--- src/hw/rtl/ssfl_ram.sv ---
// Simple dual-port RAM, one write and one registered read per cycle
module ssfl_ram #(
	parameter int unsigned WIDTH = 8,
	parameter int unsigned DEPTH = 256
) (
	input  logic                     clk,
	input  logic                     we,
	input  logic [$clog2(DEPTH)-1:0] waddr,
	input  logic [WIDTH-1:0]         wdata,
	input  logic [$clog2(DEPTH)-1:0] raddr,
	output logic [WIDTH-1:0]         rdata
);

	logic [WIDTH-1:0] mem_q [DEPTH];

	always_ff @(posedge clk) begin
		if (we) begin
			mem_q[waddr] <= wdata;
		end
		rdata <= mem_q[raddr];
	end

endmodule

--- config.mk ---
export PLATFORM = sky130hd
export DESIGN_NAME = ssfl_ram
export DESIGN_NICKNAME = d
export VERILOG_FILES = /design/src/hw/rtl/ssfl_ram.sv
export SDC_FILE = /design/constraint.sdc
export NUM_CORES = 2
export LEC_CHECK = 0
export CAP_MARGIN = 0
export CORE_UTILIZATION = 35
export CTS_BUF_LIST = sky130_fd_sc_hd__clkbuf_4
export DETAILED_ROUTE_END_ITERATION = 7
export DONT_BUFFER_PORTS = 1
export GPL_ROUTABILITY_DRIVEN = 0
export GPL_TIMING_DRIVEN = 0
export PLACE_DENSITY = 0.55
export SLEW_MARGIN = 10
export SYNTH_ARGS = -nofsm -noshare
export SYNTH_HDL_FRONTEND = slang
export SYNTH_SLANG_ARGS = --single-unit
export TNS_END_PERCENT = 10
--- constraint.sdc ---
create_clock -name clk -period 1.8 [get_ports clk]
set_input_delay 0.09 -clock clk [delete_from_list [all_inputs] [get_ports clk]]
set_output_delay 0.09 -clock clk [all_outputs]
set_load 0.1 [all_outputs]
==> summary.txt <==
Outcome
  – Status: finished, violations left
  – Failing checks: hold timing, capacitance limit, slew limit, setup timing

Layout
  – Final nets: 4366
  – Final Util: 41.0%
  – Fillers: 20100
  – Multi-input gate area: 18000 sq um
  – Area growth, synth to finish: 16.2%
  – Final std cells w/o fill: 7694
  – Share of layout cells above drive strength 1: 37.3%
  – Sequential Area: 61700 sq um

Setup path
  – Reg-to-reg slack, setup: -0.78 ns
  – Reg-to-Reg End: rdata[6]
  – Crit path max-delay family: buffers and inverters
  – FF-to-FF Start: mem_q[237][6]
  – Worst EP required: 2.78 ns
  – CP peak stage delay: 0.73 ns
  – Crit path max fanout: 8
  – Endpoint class of the critical path: flop
  – Worst path bufs/invs: 4
  – Most frequent CP cell: dlygate4sd3_1
  – CP arrival: 3.64 ns
  – Reg2Reg Depth: 6
  – Crit path max-delay cell type: dlygate4sd3_1
  – Crit Path Class: input pin to flop
  – Crit-path cells: dlygate4sd3_1, dlymetal6s4s_1, nor2b_4, nand3_1, dlygate4sd3_1, dlygate4sd3_1, nor2_2
  – Worst Setup Start Kind: input pin

STA
  – TNS Setup: -489.30 ns
  – Slew HR: -0.740%
  – Final worst setup slack: -0.858 ns
  – Skew final: 0.0793 ns
  – Slew Viols, Final: 11
  – RSZ-0062 raised after global routing: true
  – Final setup vio count: 1859
  – Fin Hold WS: -1.08 ns
  – Final Hold Viols: 2048
  – Worst slew pin tran: 1.51 ns
  – Crit share post-route: 148%
  – Post-route minimum period: 2.66 ns
  – Fmax achieved: 376 MHz

Clocking
  – Number of buffers created by CTS: 557
  – Clock root buffer master: clkbuf_4
  – CTS Sinks: 2056
  – Clock-pin slew on the worst setup and hold paths: 0.06 ns
  – CTS Buffer Depth: 4
  – H-Tree Depth: 6
  – Clk_lat worst skew: 1.38 ns
  – TritonCTS clock tree: yes

Pwr
  – Comb power frac: 5.4%
  – Pwr Total: 99600 uW
  – Clk pwr share: 41.4%
  – Sw Share: 23.2%
  – Sequential power share: 53.3%
  – Leakage: 0.0288 uW
  – NetSw: 23100 uW
  – Power Internal: 76500 uW
  – Peak VDD IR: 0.525 mV
  – Pwr dens: 1080 nW/um^2

Floorplanning
  – FP Rows: 174
  – Die area: 229000 sq um
  – Die X: 479 um
  – Starting Density: 35.3%
  – IO Pins: 34
  – CORE AREA: 225000 sq um
  – Die H: 479 um

Synth
  – Largest family of logic cells by synthesized area: multiplexers
  – Post-synthesis simple-gate area fraction: 2.63%
  – Post-synth EDFFs: 2048
  – Synth Area in Compound Gates: 3.42%
  – Synthesized Nets: 3759
  – Syn Std Cell Area: 79600 sq um
  – Synth top area share: 77.3%
  – Post-synthesis sequential area ratio: 77.5%
  – Yosys Warn Count: 0
  – Most used DFF post-synth: edfxtp_1
  – Post-synthesis mux area share: 14.6%
  – XOR/XNOR share of the synthesized area: 0%
  – Syn Inst Count: 3733
  – Ys async rst share: 0%
  – Synth Area in Adders: 0%
  – Yosys reg bits: 2056
  – Ranking of synthesized cells by area: edfxtp_1 77%, mux4_2 13%, mux2i_1 1.7%
  – Syn avg cell area: 21.3 sq um
  – Synth unique cells: 55
  – Leading area contributor after synthesis: edfxtp_1

Min path
  – Hold path endpoint: mem_q[71][6]
  – Hold wc startpoint: wdata[6]
  – Hold depth: 0
  – Hold WC Path Type: input pin to flop

Route
  – Drt pass-1 iters: 6
  – Residual DRC: 0
  – WL/cell: 33.6 um
  – Final antenna-violating net count: 0
  – Total wire length: 259000 um
  – DR vias: 43600
  – Avg Vias per Cell: 5.67
  – Initial DRC count: 5723

GRT
  – First-pass GRT wire length: 350000 um
  – Total grt overflow: 0
  – Vias in the first global route: 43600
  – Initial antenna violation count: 17
  – Global Route Usage Sum: 22.3%
  – Pin count of the biggest net entering global routing: 257

Place
  – HPWL Detailed: 162000 um
  – Port bufs: 0
  – Placed cell count: 6729

Flow run
  – Number of max-cap violations: 1
[synthesized netlist by cell type, types with 13 or more instances]
master,count
nor2_1,282
nand3_1,34
o22ai_1,28
buf_8,13
nand2_1,33
nor4_1,24
buf_1,22
mux2i_1,134
a221oi_1,13
nor3_1,22
buf_6,21
buf_2,31
edfxtp_1,2048
clkbuf_1,111
o221ai_1,46
a22oi_1,133
a21oi_1,96
buf_4,27
a211oi_1,16
mux4_2,454
nor2b_1,31
[how the worst max path moves through the flow]
stage                      start       endpoint  depth (start not counted)
global route        mem_q[80][3]       rdata[3]                          6
finish                  waddr[7]  mem_q[177][6]                          7
detailed placement      raddr[3]       rdata[7]                          6
global placement        raddr[1]       rdata[4]                         10
floorplan               raddr[0]       rdata[0]                          9
CTS                 mem_q[83][6]       rdata[6]                          6
[power groups by stage]
stage,sequential (uW),combinational (uW),clock (uW)
2_1_floorplan,54100,2640,0
4_1_cts,53100,5140,41700
3_3_place_gp,54100,4780,0
6_report,53100,5340,41200
3_5_place_dp,54100,4810,0
5_1_grt,53100,5390,44000
[repair_timing]
action | in CTS | in global routing
setup buffers | 1 | 5
pin swaps | 22 | 16
gates resized for setup | 248 | 171
hold buffers | 24 | 16
endpoints found under the hold margin | 3189 | 2204
endpoints found under the setup margin | 1094 | 1995
[registers in the layout (all words and copies together), names as in the netlist]
signal,count
mem_q,2048
rdata,8
[metrics by stage]
step / setup WS (ns) / hold WS (ns) / cell area [sq um]
6_report: -0.858 / -1.08 / 92500
3_5_place_dp: -3.10 / 0.308 / 83700
3_3_place_gp: -3.63 / 0.307 / 83600
2_1_floorplan: -0.109 / 0.189 / 79800
4_1_cts: -0.739 / -1.18 / 91700
5_1_grt: -0.777 / -1.19 / 92500
[area by class of cell]
type | count | area share (%)
flip-flops and latches | 2056 | 66.7
multi-input cells | 1442 | 19.4
clock buffers | 825 | 6.70
well taps | 2992 | 4.05
plain buffers | 232 | 1.94
clock inverters | 83 | 0.579
repair buffers | 49 | 0.556
diodes | 13 | 0.0352
inverters | 2 | 0.00812
[routing by layer]
layer	track usage, %	routed length [um]	vias up
li1	-	-	17300
met4	11.2	12900	0
met5	0	0	-
met3	6.03	26100	548
met1	29.2	101000	23200
met2	34.1	119000	2574
[logic make-up (layout without fill, tap and decap cells)]
logic type	Yosys count	after routing
buffers and inverters	235	1191
DFF	2056	2056
muxes	591	591
and+or+nand+nor	466	466
AOI/OAI and AO/OA	385	385
other	0	13
[worst reg2reg max path: stages, from the launching register on]
cell,delay (ns)
edfxtp_1,0.32
mux2i_1,0.10
o221ai_1,0.42
a21oi_1,0.08
o22ai_1,0.59
nor4_1,0.21
nor4_4,0.65
[placed cells by master, fill, tap and decap left out, drive strengths merged, types with 34 or more instances in the layout]
cell type,count
edfxtp,2048
clkbuf,926
mux4,456
nor2,282
buf,138
mux2i,134
a22oi,133
a21oi,96
clkinv,59
o221ai,47
nand3,34
Note: power is estimated with default switching activity, not from simulation.
